===== src/bgu_pkg.sv =====
package bgu_pkg;

    localparam int MAX_COLS_DEF = 4096;
    localparam int MAX_RATE     = 7;
    localparam int GRID_LIMIT   = 4096;
    localparam int ROW_W        = 12;
    localparam int POS_W        = 15;
    localparam int JOB_DEPTH    = 2;
    localparam int OUT_DEPTH    = 8;

    localparam logic [1:0] CFG_RATE = 2'd0;
    localparam logic [1:0] CFG_ROWS = 2'd1;
    localparam logic [1:0] CFG_COLS = 2'd2;

    localparam logic [2:0]  RATE_RST = 3'd2;
    localparam logic [12:0] ROWS_RST = 13'd3601;
    localparam logic [12:0] COLS_RST = 13'd3601;

    typedef struct packed {
        logic [2:0]  rate;
        logic [12:0] rows;
        logic [12:0] cols;
    } cfg_t;

    typedef struct packed {
        logic signed [15:0] h00;
        logic signed [15:0] h01;
        logic signed [15:0] h10;
        logic signed [15:0] h11;
        logic [POS_W-1:0]   base_row;
        logic [POS_W-1:0]   base_col;
        logic [2:0]         bi_max;
        logic [2:0]         bj_max;
        logic [2:0]         rate;
    } job_t;

    typedef struct packed {
        logic [POS_W-1:0]   row;
        logic [POS_W-1:0]   col;
        logic signed [15:0] height;
        logic               last;
    } point_t;

endpackage


===== src/bgu_fifo.sv =====
module bgu_fifo #(
    parameter int WIDTH = 16,
    parameter int DEPTH = 2
) (
    input  logic                       clk,
    input  logic                       rst_n,
    input  logic                       push,
    input  logic [WIDTH-1:0]           push_data,
    input  logic                       pop,
    output logic [WIDTH-1:0]           pop_data,
    output logic                       empty,
    output logic                       full,
    output logic [$clog2(DEPTH+1)-1:0] count
);

    localparam int PTR_W = (DEPTH > 1) ? $clog2(DEPTH) : 1;
    localparam int CNT_W = $clog2(DEPTH + 1);

    logic [WIDTH-1:0] mem [DEPTH];
    logic [PTR_W-1:0] wr_ptr_reg;
    logic [PTR_W-1:0] rd_ptr_reg;
    logic [CNT_W-1:0] count_reg;
    logic             do_push;
    logic             do_pop;

    assign empty    = (count_reg == '0);
    assign full     = (count_reg == CNT_W'(DEPTH));
    assign count    = count_reg;
    assign pop_data = mem[rd_ptr_reg];
    assign do_push  = push && !full;
    assign do_pop   = pop && !empty;

    always_ff @(posedge clk or negedge rst_n)
    begin
        if (!rst_n)
        begin
            wr_ptr_reg <= '0;
            rd_ptr_reg <= '0;
            count_reg  <= '0;
        end
        else
        begin
            if (do_push)
            begin
                wr_ptr_reg <= (wr_ptr_reg == PTR_W'(DEPTH - 1)) ? '0 : wr_ptr_reg + 1'b1;
            end
            if (do_pop)
            begin
                rd_ptr_reg <= (rd_ptr_reg == PTR_W'(DEPTH - 1)) ? '0 : rd_ptr_reg + 1'b1;
            end
            if (do_push && !do_pop)
            begin
                count_reg <= count_reg + 1'b1;
            end
            else if (do_pop && !do_push)
            begin
                count_reg <= count_reg - 1'b1;
            end
        end
    end

    always_ff @(posedge clk)
    begin
        if (do_push)
        begin
            mem[wr_ptr_reg] <= push_data;
        end
    end

endmodule


===== src/bgu_back.sv =====
module bgu_back (
    input  logic               clk,
    input  logic               rst_n,
    input  logic               job_empty,
    input  bgu_pkg::job_t      job,
    output logic               job_pop,
    output logic               empty,
    input  logic               pop,
    output logic [14:0]        out_row,
    output logic [14:0]        out_col,
    output logic signed [15:0] height,
    output logic               last_of_run
);

    localparam int PW    = bgu_pkg::POS_W;
    localparam int DEPTH = bgu_pkg::OUT_DEPTH;
    localparam int CNT_W = $clog2(DEPTH + 1);

    function automatic logic [24:0] recip(input logic [2:0] r);
        logic [24:0] m;
        case (r)
            3'd1:    m = 25'd16777216;
            3'd2:    m = 25'd4194304;
            3'd3:    m = 25'd1864135;
            3'd4:    m = 25'd1048576;
            3'd5:    m = 25'd671088;
            3'd6:    m = 25'd466033;
            3'd7:    m = 25'd342392;
            default: m = 25'd16777216;
        endcase
        return m;
    endfunction

    bgu_pkg::job_t      job_reg;
    logic               busy_reg;
    logic [2:0]         bi_reg;
    logic [2:0]         bj_reg;

    logic               s1_valid_reg;
    logic               s2_valid_reg;
    logic               s3_valid_reg;
    logic               s4_valid_reg;

    logic signed [15:0] s1_h00_reg;
    logic signed [15:0] s1_h01_reg;
    logic signed [15:0] s1_h10_reg;
    logic signed [15:0] s1_h11_reg;
    logic [5:0]         s1_w00_reg;
    logic [5:0]         s1_w01_reg;
    logic [5:0]         s1_w10_reg;
    logic [5:0]         s1_w11_reg;
    logic [2:0]         s1_rate_reg;
    bgu_pkg::point_t    s1_meta_reg;

    logic signed [22:0] s2_p00_reg;
    logic signed [22:0] s2_p01_reg;
    logic signed [22:0] s2_p10_reg;
    logic signed [22:0] s2_p11_reg;
    logic [2:0]         s2_rate_reg;
    bgu_pkg::point_t    s2_meta_reg;

    logic [20:0]        s3_x_reg;
    logic               s3_neg_reg;
    logic [2:0]         s3_rate_reg;
    bgu_pkg::point_t    s3_meta_reg;

    logic [16:0]        s4_q0_reg;
    logic [20:0]        s4_x_reg;
    logic               s4_neg_reg;
    logic [2:0]         s4_rate_reg;
    bgu_pkg::point_t    s4_meta_reg;

    logic [CNT_W-1:0]   out_count;
    logic [2:0]         inflight;
    logic               room;
    logic               issue;
    logic               last_pt;
    logic [2:0]         wi0;
    logic [2:0]         wj0;
    logic signed [24:0] num;
    logic signed [24:0] num_abs;
    logic [45:0]        prod;
    logic [5:0]         dsq;
    logic [22:0]        qd;
    logic [22:0]        rem;
    logic [16:0]        q;
    logic [16:0]        q_signed;
    bgu_pkg::point_t    result;
    bgu_pkg::point_t    head;

    assign inflight = 3'($countones({s1_valid_reg, s2_valid_reg, s3_valid_reg, s4_valid_reg}));
    assign room     = ((CNT_W + 1)'(out_count) + (CNT_W + 1)'(inflight)) < (CNT_W + 1)'(DEPTH);
    assign issue    = busy_reg && room;
    assign last_pt  = (bi_reg == job_reg.bi_max) && (bj_reg == job_reg.bj_max);
    assign job_pop  = !job_empty && (!busy_reg || (issue && last_pt));

    assign wi0 = job_reg.rate - bi_reg;
    assign wj0 = job_reg.rate - bj_reg;

    always_ff @(posedge clk or negedge rst_n)
    begin
        if (!rst_n)
        begin
            busy_reg     <= 1'b0;
            bi_reg       <= '0;
            bj_reg       <= '0;
            s1_valid_reg <= 1'b0;
            s2_valid_reg <= 1'b0;
            s3_valid_reg <= 1'b0;
            s4_valid_reg <= 1'b0;
        end
        else
        begin
            s1_valid_reg <= issue;
            s2_valid_reg <= s1_valid_reg;
            s3_valid_reg <= s2_valid_reg;
            s4_valid_reg <= s3_valid_reg;
            if (job_pop)
            begin
                busy_reg <= 1'b1;
                bi_reg   <= '0;
                bj_reg   <= '0;
            end
            else if (issue)
            begin
                if (bj_reg == job_reg.bj_max)
                begin
                    bj_reg <= '0;
                    if (bi_reg == job_reg.bi_max)
                    begin
                        busy_reg <= 1'b0;
                    end
                    else
                    begin
                        bi_reg <= bi_reg + 3'd1;
                    end
                end
                else
                begin
                    bj_reg <= bj_reg + 3'd1;
                end
            end
        end
    end

    assign num     = 25'(s2_p00_reg) + 25'(s2_p01_reg) + 25'(s2_p10_reg) + 25'(s2_p11_reg);
    assign num_abs = num[24] ? -num : num;
    assign prod    = 46'(s3_x_reg) * 46'(recip(s3_rate_reg));

    assign dsq      = 6'(s4_rate_reg) * 6'(s4_rate_reg);
    assign qd       = 23'(s4_q0_reg) * 23'(dsq);
    assign rem      = 23'(s4_x_reg) - qd;
    assign q        = s4_q0_reg + 17'(rem >= 23'(dsq));
    assign q_signed = s4_neg_reg ? -q : q;

    always_comb
    begin
        result        = s4_meta_reg;
        result.height = $signed(q_signed[15:0]);
    end

    always_ff @(posedge clk)
    begin
        if (job_pop)
        begin
            job_reg <= job;
        end

        s1_h00_reg          <= job_reg.h00;
        s1_h01_reg          <= job_reg.h01;
        s1_h10_reg          <= job_reg.h10;
        s1_h11_reg          <= job_reg.h11;
        s1_w00_reg          <= 6'(wi0) * 6'(wj0);
        s1_w01_reg          <= 6'(wi0) * 6'(bj_reg);
        s1_w10_reg          <= 6'(bi_reg) * 6'(wj0);
        s1_w11_reg          <= 6'(bi_reg) * 6'(bj_reg);
        s1_rate_reg         <= job_reg.rate;
        s1_meta_reg.row     <= job_reg.base_row + PW'(bi_reg);
        s1_meta_reg.col     <= job_reg.base_col + PW'(bj_reg);
        s1_meta_reg.height  <= '0;
        s1_meta_reg.last    <= last_pt;

        s2_p00_reg  <= s1_h00_reg * $signed({1'b0, s1_w00_reg});
        s2_p01_reg  <= s1_h01_reg * $signed({1'b0, s1_w01_reg});
        s2_p10_reg  <= s1_h10_reg * $signed({1'b0, s1_w10_reg});
        s2_p11_reg  <= s1_h11_reg * $signed({1'b0, s1_w11_reg});
        s2_rate_reg <= s1_rate_reg;
        s2_meta_reg <= s1_meta_reg;

        s3_x_reg    <= num_abs[20:0];
        s3_neg_reg  <= num[24];
        s3_rate_reg <= s2_rate_reg;
        s3_meta_reg <= s2_meta_reg;

        s4_q0_reg   <= prod[40:24];
        s4_x_reg    <= s3_x_reg;
        s4_neg_reg  <= s3_neg_reg;
        s4_rate_reg <= s3_rate_reg;
        s4_meta_reg <= s3_meta_reg;
    end

    bgu_fifo #(
        .WIDTH ($bits(bgu_pkg::point_t)),
        .DEPTH (DEPTH)
    ) u_out_q (
        .clk       (clk),
        .rst_n     (rst_n),
        .push      (s4_valid_reg),
        .push_data (result),
        .pop       (pop),
        .pop_data  (head),
        .empty     (empty),
        .full      (),
        .count     (out_count)
    );

    assign out_row     = head.row;
    assign out_col     = head.col;
    assign height      = head.height;
    assign last_of_run = head.last;

endmodule


===== config.mk =====
export PLATFORM = sky130hd
export DESIGN_NAME = bgu_back
export DESIGN_NICKNAME = d
export VERILOG_FILES = /design/src/bgu_pkg.sv /design/src/bgu_fifo.sv /design/src/bgu_back.sv
export SDC_FILE = /design/constraint.sdc
export NUM_CORES = 2
export LEC_CHECK = 0
export BUFFER_PORTS_ARGS = -buffer_cell sky130_fd_sc_hd__buf_2
export CAP_MARGIN = 30
export CELL_PAD_IN_SITES_DETAIL_PLACEMENT = 0
export CELL_PAD_IN_SITES_GLOBAL_PLACEMENT = 2
export CORE_UTILIZATION = 37
export CTS_BUF_LIST = sky130_fd_sc_hd__clkbuf_4 sky130_fd_sc_hd__clkbuf_8
export DETAILED_ROUTE_END_ITERATION = 8
export PLACE_DENSITY = 0.81
export SYNTH_ARGS = -nofsm -noshare
export SYNTH_HDL_FRONTEND = slang
export SYNTH_SLANG_ARGS = --single-unit

===== constraint.sdc =====
create_clock -name clk -period 10.1 [get_ports clk]
set_input_delay 1.01 -clock clk [delete_from_list [all_inputs] [get_ports clk]]
set_output_delay 1.01 -clock clk [all_outputs]
set_load 0.02 [all_outputs]

==> qor.csv <==
stage,metric,value,unit
cells_and_area,fin_nets,6593,
synth,avgSynthCellArea,12.0,um2
routing,drtIter0Drc,2010,
critical_path,reg2reg_slack,1290,ps
synth,ys_seq_area_share,37.2,%
place,numPortBuffers,155,
cells_and_area,final_common_cell,inv_1,
synth,synth_edf_count,479,
synth,yosysWarnings,0,
clocking,clk_latency,880,ps
clocking,cts_made_buffers,144,
sta,fin_crit_sh,87.2,%
routing,dr.pass1.iters,7,
sta,fin_crit,8810,ps
clocking,cts-hold-fix-buffers,0,
critical_path,worstSetupStartpointType,flip-flop,
sta,relSlewSlack,37.2,%
critical_path,crit_path_max_incr_delay,530,ps
cells_and_area,area_growth_syn_to_layout,11.1,%
synth,yosysTopAreaCell,fa_1,
place,dpl.hpwl,106000,um
cells_and_area,layout_common_cells,"inv_1, fa_1, ha_1, edfxtp_1, nand2_1",
global_route,grt_pass1_wl,221000,um
run_status,status,"complete, no violations",
routing,wl_per_cell,18.5,um
floorplan,core,0.161,mm2
critical_path,crit_slowest_cell,fa_1,
floorplan,initial_core_util,37.5,%
critical_path,cp_data_required_time,10700,ps
floorplan,design.die.area,0.165,mm2
critical_path,r2r_end,u_out_q.mem[7][16],
sta,setup-tns-final,0,ps
place,routabilityCongestion,0.881,
routing,vias_per_cell,4.75,
cells_and_area,largest_register_ffs,376,
routing,drcViolationCount,0,
synth,synthesis.area,0.0604,mm2
global_route,grt_max_degree,68,
clocking,cts_tree,yes,
min_path,hold_class,input pin to async pin,
floorplan,row_count,147,
cells_and_area,final.fill_count,15300,
critical_path,end_kind,flip-flop,
critical_path,arrival,9410,ps
routing,finalWirelength,140000,um
clocking,post_cts_buffers,0,
synth,yosysTopAreaCellShare,24.4,%
floorplan,dieHeight,406,um
critical_path,worst-setup-path-type,flip-flop to flip-flop,
cells_and_area,drive_gt1_share,12.1,%
synth,ys_async_sr_fraction,2.39,%
clocking,clkSinkCount,877,
sta,finalMaxSlewViolations,0,
global_route,antenna_found_initial,10,
sta,rsz0062_at_grt,false,
synth,syn_nets,6371,
job,maxCapViolations,0,
critical_path,reg2reg_depth,36,
routing,via_count,35800,
floorplan,ios,156,
routing,postRouteAntennaNets,0,
critical_path,rr_startpoint,s4_rate_reg[0],
global_route,gr-total-overflow,0,
synth,synthTopCellsByArea,"fa_1, edfxtp_1, dfxtp_1",
clocking,clk_pin_slew,60,ps
clocking,root_buffer,clkbuf_8,
synth,synthCells,5033,
synth,ys_types,71,
clocking,cts_max_level,4,
sta,timing.fmax,0.114,GHz
synth,synth_ff_type,edfxtp_1,
global_route,grt_use_total,17.6,%
sta,setup_violations,0,
floorplan,die_x,406,um
global_route,grt_pass1_vias,38700,
critical_path,critical_path.max_fanout,9,
sta,skew,35.0,ps
clocking,cts_resized,0,
sta,hold_viol,0,
synth,ys_ff_latch,877,
clocking,clock_path_buffers,3,
sta,worstMarginPinSlew,942,ps
==> area by class of cell <==
type                            instances  area [um2]  area share (%)
Multi-Input combinational cell       3203       34500            51.3
Clock inverter                         44         505           0.753
Tap cell                             2160        2700            4.02
Clock buffer                          224        2750            4.09
Timing Repair Buffer                  200        1150            1.72
Sequential cell                       877       22500            33.5
Inverter                              829        3110            4.63
Antenna cell                            3        7.51          0.0112
==> critical path: cells and delay by family, from the launching register on <==
family                   cells  cell delay, ps
AO/OA/AOI/OAI               10            2000
flip-flops                   1             380
buffers and inverters        2             110
adder cells (fa/ha/maj)      8            2980
XOR/XNOR                     3             910
AND/OR/NAND/NOR             13            2190
==> how the worst max path moves through the flow <==
stage	start	end	slack [ps]
final	s4_rate_reg[0]	u_out_q.mem[7][16]	1290
after global routing	s4_rate_reg[0]	u_out_q.mem[7][16]	590
after CTS	s4_rate_reg[0]	u_out_q.mem[7][16]	1340
after detailed placement	s4_rate_reg[0]	u_out_q.mem[1][16]	1370
after global placement	s4_rate_reg[0]	u_out_q.mem[0][16]	1460
after floorplan	s1_valid_reg	bi_reg[2]	1550
==> per-stage QoR <==
stage,worst slack (ps),instances,util [%],hold slack (ps),instance area (um2)
after floorplan,1550,5033,-,310,60400
after global placement,1460,7265,39.6,310,63800
after detailed placement,1370,7268,39.6,312,63900
after CTS,1340,7536,41.6,29.6,67100
after global routing,586,7538,41.6,99.6,67100
final,1290,7540,41.6,117,67100
==> routing by layer <==
metal  routed length, um  up-vias  global-route usage [%]
met1               61300    17900                    23.2
met5                  13        -                       0
met2               66900      771                    28.8
li1                    -    16900                       -
met4                3950        2                    5.79
met3                7510      199                    3.49
==> cells by family after synthesis <==
group	synth area share (%)
multiplexers	4.51
XOR/XNOR	3.35
adder cells (fa/ha/maj)	34.6
AND/OR/NAND/NOR	10.1
flip-flops	37.2
AO/OA/AOI/OAI	4.28
buffers and inverters	5.92
==> cells in the mapped netlist (all sizes together), types with 18 or more instances <==
master	count
inv	829
fa	737
ha	494
edfxtp	479
nand2	406
and2	381
dfxtp	377
xnor2	174
clkbuf	117
nor2	117
a21oi	113
mux4	94
and3	83
o21ai	70
a21o	63
xor2	57
mux2	52
nor3	50
nand3	46
nand2b	31
nor2b	23
dfrtp	21
o21a	20
a31oi	18
Power is left out: the tool's default activity adds up to more than one toggle a clock period on the data nets, which glitch-free logic cannot reach.
