File: src/bgu_fifo.sv
module bgu_fifo #(
    parameter int WIDTH = 16,
    parameter int DEPTH = 2
) (
    input  logic                       clk,
    input  logic                       rst_n,
    input  logic                       push,
    input  logic [WIDTH-1:0]           push_data,
    input  logic                       pop,
    output logic [WIDTH-1:0]           pop_data,
    output logic                       empty,
    output logic                       full,
    output logic [$clog2(DEPTH+1)-1:0] count
);

    localparam int PTR_W = (DEPTH > 1) ? $clog2(DEPTH) : 1;
    localparam int CNT_W = $clog2(DEPTH + 1);

    logic [WIDTH-1:0] mem [DEPTH];
    logic [PTR_W-1:0] wr_ptr_reg;
    logic [PTR_W-1:0] rd_ptr_reg;
    logic [CNT_W-1:0] count_reg;
    logic             do_push;
    logic             do_pop;

    assign empty    = (count_reg == '0);
    assign full     = (count_reg == CNT_W'(DEPTH));
    assign count    = count_reg;
    assign pop_data = mem[rd_ptr_reg];
    assign do_push  = push && !full;
    assign do_pop   = pop && !empty;

    always_ff @(posedge clk or negedge rst_n)
    begin
        if (!rst_n)
        begin
            wr_ptr_reg <= '0;
            rd_ptr_reg <= '0;
            count_reg  <= '0;
        end
        else
        begin
            if (do_push)
            begin
                wr_ptr_reg <= (wr_ptr_reg == PTR_W'(DEPTH - 1)) ? '0 : wr_ptr_reg + 1'b1;
            end
            if (do_pop)
            begin
                rd_ptr_reg <= (rd_ptr_reg == PTR_W'(DEPTH - 1)) ? '0 : rd_ptr_reg + 1'b1;
            end
            if (do_push && !do_pop)
            begin
                count_reg <= count_reg + 1'b1;
            end
            else if (do_pop && !do_push)
            begin
                count_reg <= count_reg - 1'b1;
            end
        end
    end

    always_ff @(posedge clk)
    begin
        if (do_push)
        begin
            mem[wr_ptr_reg] <= push_data;
        end
    end

endmodule

File: config.mk
export PLATFORM = sky130hd
export DESIGN_NAME = bgu_fifo
export DESIGN_NICKNAME = d
export VERILOG_FILES = /design/src/bgu_fifo.sv
export SDC_FILE = /design/constraint.sdc
export NUM_CORES = 1
export LEC_CHECK = 0
export BUFFER_PORTS_ARGS = -buffer_cell sky130_fd_sc_hd__buf_2
export CAP_MARGIN = 15
export CORE_MARGIN = 2
export CORE_UTILIZATION = 54
export DETAILED_ROUTE_END_ITERATION = 6
export GPL_ROUTABILITY_DRIVEN = 0
export PLACE_DENSITY = 0.88
export SLEW_MARGIN = 20
export SYNTH_ARGS = -nofsm -noshare
export SYNTH_HDL_FRONTEND = slang
export SYNTH_SLANG_ARGS = --single-unit
File: constraint.sdc
create_clock -name clk -period 2.65 [get_ports clk]
set_input_delay 0.53 -clock clk [delete_from_list [all_inputs] [get_ports clk]]
set_output_delay 0.53 -clock clk [all_outputs]
set_load 0.05 [all_outputs]
==> out/results.ini, run 1 <==
[global_route]
grt_busiest_layer=met2
grt-ovfl-total=0
antenna_found_initial=0
grt_use_met3_pct=7.258
grt_max_degree=17
grt_use_met2_pct=27.58
met1_usage_pct=15.40
grt_pass1_wl_um=3029
grt_pass1_vias=668
grt_usage_pct=15.97

[yosys]
netlist.area_leader.share_pct=68.51
synth.net_count=90
synthTopCellsByArea=edfxtp_1, mux2_4, dfrtp_1
syn-cell-area_mm2=0.001403
seq_area_frac_synth_pct=75.65
synth_ff_type=edfxtp_1
ys_warn_count=0
avgSynthCellArea_um2=20.33
netlist_instances=69
synth_cell_types=15
synth-edff-count=32
synth_seq_cells=36
yosys.area.top_type=edfxtp_1
yosysMostFrequentCell=edfxtp_1
synth_common_cells=edfxtp_1, mux2_4, mux2_2
async_flop_share_pct=11.11

[die]
die_h_um=54.97
rows=18
initial_core_util_pct=56.62
die-area_mm2=0.003021
die_w_um=54.97
core-area_mm2=0.002477
boundaryPins=40

[drt]
final_antenna_net_count=0
totalWireLength_um=2142
viasPerCell=4.966
drt_iter0_drc=7
num_vias=730
drc=0
post_drt_wl_per_cell_um=14.57
firstDrtPassIters=4

[layout]
fin_nets=137
antenna_cells=0
drive_gt1_share_pct=52.99
largest_reg_flops=32
fillers=192
area_growth_pct=19.63

[clocking]
root_buffer=clkbuf_4
clkLatencyLatePin_ns=0.33
cts_buffer_depth=2
cts.sinks=36
cts_buffers=5
cts_tree=yes
htree_levels=2
post_cts_buffers=0
path_clk_slew_ns=0.10

[place]
numPortBuffers=39
dpl.hpwl_um=1555

[timing]
hold_ws_ns=0.3894
setup_viol=0
hold_violations=0
finalSetupTns_ns=0
fin_skew_ns=0.004890
fmax_mhz=420.8
relSlewSlack_pct=51.43
period_share_pct=89.68
slew_violations=0
fin_crit_ns=2.377
tightest_slew_ns=0.7286
grt_setup_unrepaired=no

[critical_path]
crit_type=flip-flop to output pin
cp-start-kind=flip-flop
worstPathRequired_ns=2.12
r2r-end=mem[1][2]
endpoint_kind=output pin
reg2reg_depth=2
critPathLaunch=rd_ptr_reg
crit_arrival_ns=1.85
path_max_fanout=13
r2r_start=count[0]
r2r_slack_ns=1.01

[worst_hold_path]
min_delay_worst_endpoint=mem[0][5]
hold_depth=1
hp-class=input pin to flip-flop
min-delay-start=push_data[5]

[status]
outcome=finished clean

[run]
max_cap_viol_count=0

==> worst max-delay path by stage <==
| stage | slack, ns | endpoint | cells after the start |
|---|---|---|---|
| 2_1_floorplan | 0.55 | mem[0][0] | 3 |
| 3_3_place_gp | 0.65 | pop_data[5] | 3 |
| 3_5_place_dp | 0.61 | pop_data[3] | 3 |
| 4_1_cts | 0.24 | pop_data[3] | 3 |
| 5_1_grt | 0.18 | pop_data[3] | 3 |
| 6_report | 0.27 | pop_data[3] | 3 |
==> layer usage <==
layer	share of wire (%)	up-vias	wire length, um
li1	-	353	-
met3	5.9	2	126
met2	58	22	1237
met5	0	-	0
met4	1.4	0	29
met1	35	353	749
==> per-stage QoR <==
stage | setup WS, ns | utilization [%] | area [um^2] | instances
after global placement | 0.6488 | 65.35 | 1619 | 138
final | 0.2734 | 67.73 | 1678 | 147
after CTS | 0.2444 | 67.73 | 1678 | 147
after floorplan | 0.5529 | - | 1403 | 69
after global routing | 0.1762 | 67.73 | 1678 | 147
after detailed placement | 0.6148 | 65.35 | 1619 | 138
==> cell type report <==
type | count | area [um^2] | share of cell area [%]
clock buffer | 7 | 45.04 | 2.685
clock inverter | 1 | 3.754 | 0.2237
inverter | 2 | 7.507 | 0.4474
multi-input combinational | 29 | 302.8 | 18.05
sequential | 36 | 1061 | 63.24
tap | 30 | 37.54 | 2.237
timing repair buffer | 42 | 220.2 | 13.12
==> worst max-delay path, stage by stage, from the launching register on <==
cell,delay [ns]
dfrtp_1,0.73
buf_4,0.27
mux2_4,0.30
buf_2,0.21
==> logic make-up after synthesis <==
logic type                 count (synthesis)  synth area share [%]
AOI/OAI and AO/OA                          1                0.3565
DFF                                       36                 75.65
buffers and inverters                      4                 2.766
xor gates and xnor gates                   5                 3.123
muxes                                     16                 15.25
and+or+nand+nor                            6                 1.963
adders and majority gates                  1                0.8919
==> layout by cell type, fill, tap and decap left out, types with 3 or more instances in the layout <==
master	count
clkbuf_4	5
xnor2_1	3
nor2_1	3
mux2_4	9
buf_2	39
mux2_2	7
edfxtp_1	32
dfrtp_1	4
==> what timing repair did <==
action,4_1_cts,5_1_grt
hold buffers,1,0
endpoints found under the hold margin,4,0
gates resized for setup,0,0
Power of run 1 is left out: the tool's default activity adds up to more than one toggle a clock period on the data nets, which glitch-free logic cannot reach.
==> run 2, diff against run 1 <==
--- a/config.mk
+++ b/config.mk
@@ -5,6 +5,7 @@
 export SDC_FILE = /design/constraint.sdc
 export NUM_CORES = 1
 export LEC_CHECK = 0
+export ABC_AREA = 1
 export BUFFER_PORTS_ARGS = -buffer_cell sky130_fd_sc_hd__buf_2
 export CAP_MARGIN = 15
 export CORE_MARGIN = 2
==> run 2 against run 1 <==
Effect of this change:
- core utilization rose by 0.15 points
- non-clock buffer count did not move
- clock-buffer cell count rose by 1
- highest routed layer unchanged
- hold slack got worse by 0.0073 ns
- synthesized area did not move
- routed wire length rose by 5.0%
- first-iteration DRC count rose to 2.6 times the previous value
==> out/results.ini, run 2 <==
[layout]
layout_commonest_cell=nand2_1  ; was buf_2
fin_nets=182  ; was 137
final-seq-area_mm2=0.001061  ; unchanged
largest_reg_flops=32  ; unchanged
antenna_cells=0  ; unchanged
multi_input_area_um2=284.0  ; was 302.8 um^2
fillers=179  ; was 192
drive_gt1_share_pct=30.25  ; was 52.99%
layout_common_cells=nand2_1, buf_2, edfxtp_1, inv_1, clkbuf_4  ; was buf_2, edfxtp_1, mux2_4, mux2_2, clkbuf_4
area_growth_pct=19.89  ; was 19.63%

[critical_path]
crit_buf_inv=2  ; unchanged
endpoint_kind=output pin  ; unchanged
cpMostUsedCell=nand2_1
cp_slowest_cell=dfrtp_1  ; unchanged
worstPathRequired_ns=2.12  ; about the same
cp-start-kind=flip-flop  ; unchanged
path_max_fanout=18  ; was 13
crit_family=flip-flops  ; unchanged
crit_arrival_ns=1.68  ; was 1.85 ns
crit_type=flip-flop to output pin  ; unchanged
path_cells=inv_2, nand2_1, nand2_1, buf_2  ; was buf_4, mux2_4, buf_2
max_stage_delay_ns=0.60  ; was 0.73 ns

[drt]
totalWireLength_um=2250  ; was 2142 um
viasPerCell=4.839  ; was 4.966
post_drt_wl_per_cell_um=11.72  ; was 14.57 um
num_vias=929  ; was 730
drc=0  ; unchanged
final_antenna_net_count=0  ; unchanged
firstDrtPassIters=4  ; unchanged
drt_iter0_drc=18  ; was 7

[yosys]
yosys.area.top_type=edfxtp_1  ; unchanged
yosysMostFrequentCell=nand2_1  ; was edfxtp_1
synth.net_count=136  ; was 90
async_flop_share_pct=11.11  ; unchanged
synth_ff_type=edfxtp_1  ; unchanged
syn-cell-area_mm2=0.001403  ; unchanged
seq_area_frac_synth_pct=75.65  ; unchanged
ys_warn_count=0  ; unchanged
netlist_instances=115  ; was 69
avgSynthCellArea_um2=12.20  ; was 20.33 um^2
synth_cell_types=15  ; unchanged
synthTopCellsByArea=edfxtp_1, nand2_1, dfrtp_1  ; was edfxtp_1, mux2_4, dfrtp_1
synth_common_cells=nand2_1, edfxtp_1, inv_1  ; was edfxtp_1, mux2_4, mux2_2
netlist.area_leader.share_pct=68.51  ; unchanged
synth_seq_cells=36  ; unchanged
synth-edff-count=32  ; unchanged

[die]
initial_core_util_pct=56.62  ; unchanged
boundaryPins=40  ; unchanged
die_h_um=54.97  ; unchanged
die-area_mm2=0.003021  ; unchanged
rows=18  ; unchanged
die_w_um=54.97  ; unchanged
core-area_mm2=0.002477  ; unchanged

[global_route]
grt_pass1_wl_um=3270  ; was 3029 um
grt_max_degree=19  ; was 17
grt_usage_pct=17.22  ; was 15.97%
antenna_found_initial=0  ; unchanged
grt-ovfl-total=0  ; unchanged
grt_pass1_vias=783  ; was 668

[timing]
finalSetupTns_ns=0  ; unchanged
fmax_mhz=452.6  ; was 420.8 MHz
hold_violations=0  ; unchanged
tightest_slew_ns=0.5952  ; was 0.7286 ns
period_share_pct=83.38  ; was 89.68%
slew_violations=0  ; unchanged
setup_viol=0  ; unchanged
fin_skew_ns=0.005781  ; was 0.004890 ns
grt_setup_unrepaired=no  ; unchanged
relSlewSlack_pct=60.28  ; was 51.43%
fin_crit_ns=2.209  ; was 2.377 ns

[clocking]
post_cts_buffers=0  ; unchanged
cts_buffers=5  ; unchanged
cts_resized=0  ; unchanged
cts_buffer_depth=2  ; unchanged
clkLatencyLatePin_ns=0.33  ; about the same
cts_tree=yes  ; unchanged
root_buffer=clkbuf_4  ; unchanged
htree_levels=2  ; unchanged
path_clk_slew_ns=0.09  ; was 0.10 ns
cts.sinks=36  ; unchanged

[worst_hold_path]
hp-class=input pin to flip-flop  ; unchanged

[run]
max_cap_viol_count=0  ; unchanged

[place]
dpl.hpwl_um=1656  ; was 1555 um
numPortBuffers=39  ; unchanged

[status]
outcome=finished clean  ; unchanged

[run 2: cell count changes in the layout (fill, tap and decap cells not counted), sizes merged, moves of 2 or more]
cell,change
nand2,+56
mux2,-16
xnor2,-2
xor2,-2
inv,+6
[run 2: metal layers]
layer	track usage, %	vias up	wire, um
li1	-	468	-
met1	18.23	425	919
met2	28.77	31	1107
met3	9.677	5	186
met4	6.098	0	36
met5	0	-	0
[run 2: path summary, 6_finish.rpt]
check                              startpoint     endpoint  slack (ns)  depth (start not counted)
worst max register to register       count[1]    mem[0][8]        1.06                          5
worst max-delay path               rd_ptr_reg  pop_data[1]        0.44                          4
max in group asynchronous               rst_n   rd_ptr_reg        2.01                          2
worst min register to register     wr_ptr_reg   wr_ptr_reg        0.50                          2
min in group asynchronous               rst_n     count[1]        0.53                          2
worst min-delay path            push_data[15]   mem[0][15]        0.38                          1
[run 2: cell families (layout without fill, tap and decap cells)]
kind of cell | Yosys count | count (layout) | synth area share, %
compound gates | 2 | 2 | 0.7137
xor+xnor | 1 | 1 | 0.6246
flops | 36 | 36 | 75.65
fa+ha+maj | 1 | 1 | 0.8919
simple gates | 64 | 64 | 18.02
buf+inv | 11 | 58 | 4.103
[run 2: final cells by class]
class	count	share of cell area [%]
repair buffers	42	13.10
well taps	30	2.232
multi-input cells	68	16.89
clock buffers	8	2.902
inverters	8	1.786
flip-flops and latches	36	63.10
[run 2: through the flow]
| stage | instances | setup slack, ns | area, um^2 | utilization [%] | hold WS (ns) |
|---|---|---|---|---|---|
| finish | 192 | 0.4406 | 1682 | 67.88 | 0.3821 |
| floorplan | 115 | 0.5948 | 1403 | - | 0.2344 |
| global placement | 183 | 0.8074 | 1623 | 65.51 | 0.3397 |
| detailed placement | 183 | 0.7830 | 1623 | 65.51 | 0.3435 |
| CTS | 192 | 0.3969 | 1682 | 67.88 | 0.3583 |
| global route | 192 | 0.2827 | 1682 | 67.88 | 0.3397 |
[run 2: what timing repair did]
item	CTS	global route
setup endpoints to repair	0	0
hold endpoints to repair	4	0
hold buffers	1	0
Power of run 2 is left out for the same reason.
==> run 3, diff against run 2 <==
--- a/config.mk
+++ b/config.mk
@@ -9,10 +9,10 @@
 export BUFFER_PORTS_ARGS = -buffer_cell sky130_fd_sc_hd__buf_2
 export CAP_MARGIN = 15
 export CORE_MARGIN = 2
-export CORE_UTILIZATION = 54
+export CORE_UTILIZATION = 50
 export DETAILED_ROUTE_END_ITERATION = 6
 export GPL_ROUTABILITY_DRIVEN = 0
-export PLACE_DENSITY = 0.88
+export PLACE_DENSITY = 0.83
 export SLEW_MARGIN = 20
 export SYNTH_ARGS = -nofsm -noshare
 export SYNTH_HDL_FRONTEND = slang
==> constraint.sdc (replaced) <==
create_clock -name clk -period 2.3 [get_ports clk]
set_input_delay 0.46 -clock clk [delete_from_list [all_inputs] [get_ports clk]]
set_output_delay 0.46 -clock clk [all_outputs]
set_load 0.05 [all_outputs]
==> run 3 against run 2 <==
Effect of this change:
- critical path depth unchanged
- routed wire length increased by 9.2%
- first-iteration DRC count increased by 130%
- core utilization decreased by 5.6 points
- design area increased by 0.37%
- clock skew decreased by 0.0010 ns
- clock-buffer cell count decreased by 2
==> out/results.ini, run 3 (synthesized netlist as in run 2, its figures left out) <==
[status]
outcome=finished clean  ; unchanged

[timing]
grt_setup_unrepaired=no  ; unchanged
slew_violations=0  ; unchanged
finalSetupTns_ns=0  ; unchanged
setup_viol=0  ; unchanged
fmax_mhz=498.9
period_share_pct=87.15
hold_violations=0  ; unchanged
tightest_slew_ns=0.6269  ; was 0.5952 ns
fin_skew_ns=0.004750  ; was 0.005781 ns
fin_crit_ns=2.004
relSlewSlack_pct=58.16  ; was 60.28%

[die]
initial_core_util_pct=51.75  ; was 56.62%
die-area_mm2=0.003245  ; was 0.003021 mm^2
rows=19  ; was 18
boundaryPins=40  ; unchanged
die_w_um=56.97  ; was 54.97 um
die_h_um=56.97  ; was 54.97 um
core-area_mm2=0.002710  ; was 0.002477 mm^2

[layout]
antenna_cells=0  ; unchanged
layout_common_cells=nand2_1, buf_2, edfxtp_1, inv_1, clkbuf_4  ; unchanged
fin_nets=183  ; was 182
drive_gt1_share_pct=31.48  ; was 30.25%
largest_reg_flops=32  ; unchanged
layout_commonest_cell=nand2_1  ; unchanged
area_growth_pct=20.34  ; was 19.89%

[global_route]
grt-ovfl-total=0  ; unchanged
antenna_found_initial=0  ; unchanged
grt_pass1_wl_um=4084  ; was 3270 um
grt_max_degree=18  ; was 19
grt_usage_pct=17.15  ; was 17.22%
grt_pass1_vias=931  ; was 783

[clocking]
clkLatencyLatePin_ns=0.33  ; about the same
cts_buffers=5  ; unchanged
cts_resized=0  ; unchanged
cts.sinks=36  ; unchanged
path_clk_slew_ns=0.10  ; was 0.09 ns
postCtsHoldBufs=1  ; unchanged
post_cts_buffers=0  ; unchanged
cts_buffer_depth=2  ; unchanged
htree_levels=2  ; unchanged
cts_tree=yes  ; unchanged
root_buffer=clkbuf_4  ; unchanged

[drt]
totalWireLength_um=2456  ; was 2250 um
final_antenna_net_count=0  ; unchanged
drc=0  ; unchanged
firstDrtPassIters=4  ; unchanged
drt_iter0_drc=41  ; was 18
post_drt_wl_per_cell_um=12.73  ; was 11.72 um
viasPerCell=4.834  ; was 4.839
num_vias=933  ; was 929

[critical_path]
crit_arrival_ns=1.54  ; was 1.68 ns
path_max_fanout=17  ; was 18
worstPathRequired_ns=1.84  ; was 2.12 ns
crit_type=flip-flop to output pin  ; unchanged
endpoint_kind=output pin  ; unchanged
cp-start-kind=flip-flop  ; unchanged

[place]
dpl.hpwl_um=1709  ; was 1656 um
numPortBuffers=39  ; unchanged

[worst_hold_path]
hp-class=input pin to flip-flop  ; unchanged

[run]
max_cap_viol_count=0  ; unchanged

[run 3: cell types whose count changed in the layout (fill, tap and decap cells not counted), sizes merged]
cell | previous run | this run
buf | 41 | 42
clkbuf | 8 | 6
clkinv | 0 | 1
[run 3: final cells by class]
class                      count  area, um^2
multi-input combinational     68       284.0
sequential                    36        1061
clock buffer                   6       41.29
timing repair buffer          43       227.7
clock inverter                 1       5.005
inverter                       8       30.03
fill                         234        1022
tap                           31       38.79
[run 3: final timing paths]
| path | from | endpoint | slack [ns] | cells after the start |
|---|---|---|---|---|
| max in group asynchronous | rst_n | count[1] | 1.72 | 2 |
| worst max register to register | count[1] | mem[0][1] | 0.64 | 5 |
| worst min-delay path | push_data[5] | mem[0][5] | 0.31 | 1 |
| min in group asynchronous | rst_n | wr_ptr_reg | 0.45 | 2 |
| worst min register to register | wr_ptr_reg | wr_ptr_reg | 0.51 | 2 |
| worst max-delay path | rd_ptr_reg | pop_data[15] | 0.30 | 4 |
[run 3: per-stage QoR]
stage / util [%] / std cells / setup WS [ns] / hold slack (ns) / area, um^2
finish: 62.28 / 193 / 0.2956 / 0.3083 / 1688
global route: 62.28 / 193 / 0.1732 / 0.2836 / 1688
CTS: 62.28 / 193 / 0.3080 / 0.3030 / 1688
detailed placement: 60.20 / 185 / 0.6201 / 0.2713 / 1632
global placement: 60.20 / 185 / 0.6655 / 0.2726 / 1632
floorplan: - / 115 / 0.2448 / 0.1644 / 1403
[run 3: critical path: stages, from the launching register on]
cell and delay (ns):
dfrtp_1 0.48, inv_2 0.28, nand2_1 0.08, nand2_1 0.09
buf_2 0.27
[run 3: metal layers]
layer | GRT usage [%] | share of wire (%) | routed length, um | vias up
met3 | 8.163 | 7.7 | 189 | 4
met2 | 27.42 | 47 | 1146 | 37
met4 | 5.980 | 1.3 | 31 | 0
met5 | 0 | 0 | 0 | -
met1 | 20.50 | 44 | 1089 | 422
li1 | - | - | - | 470
Power of run 3 is left out for the same reason.
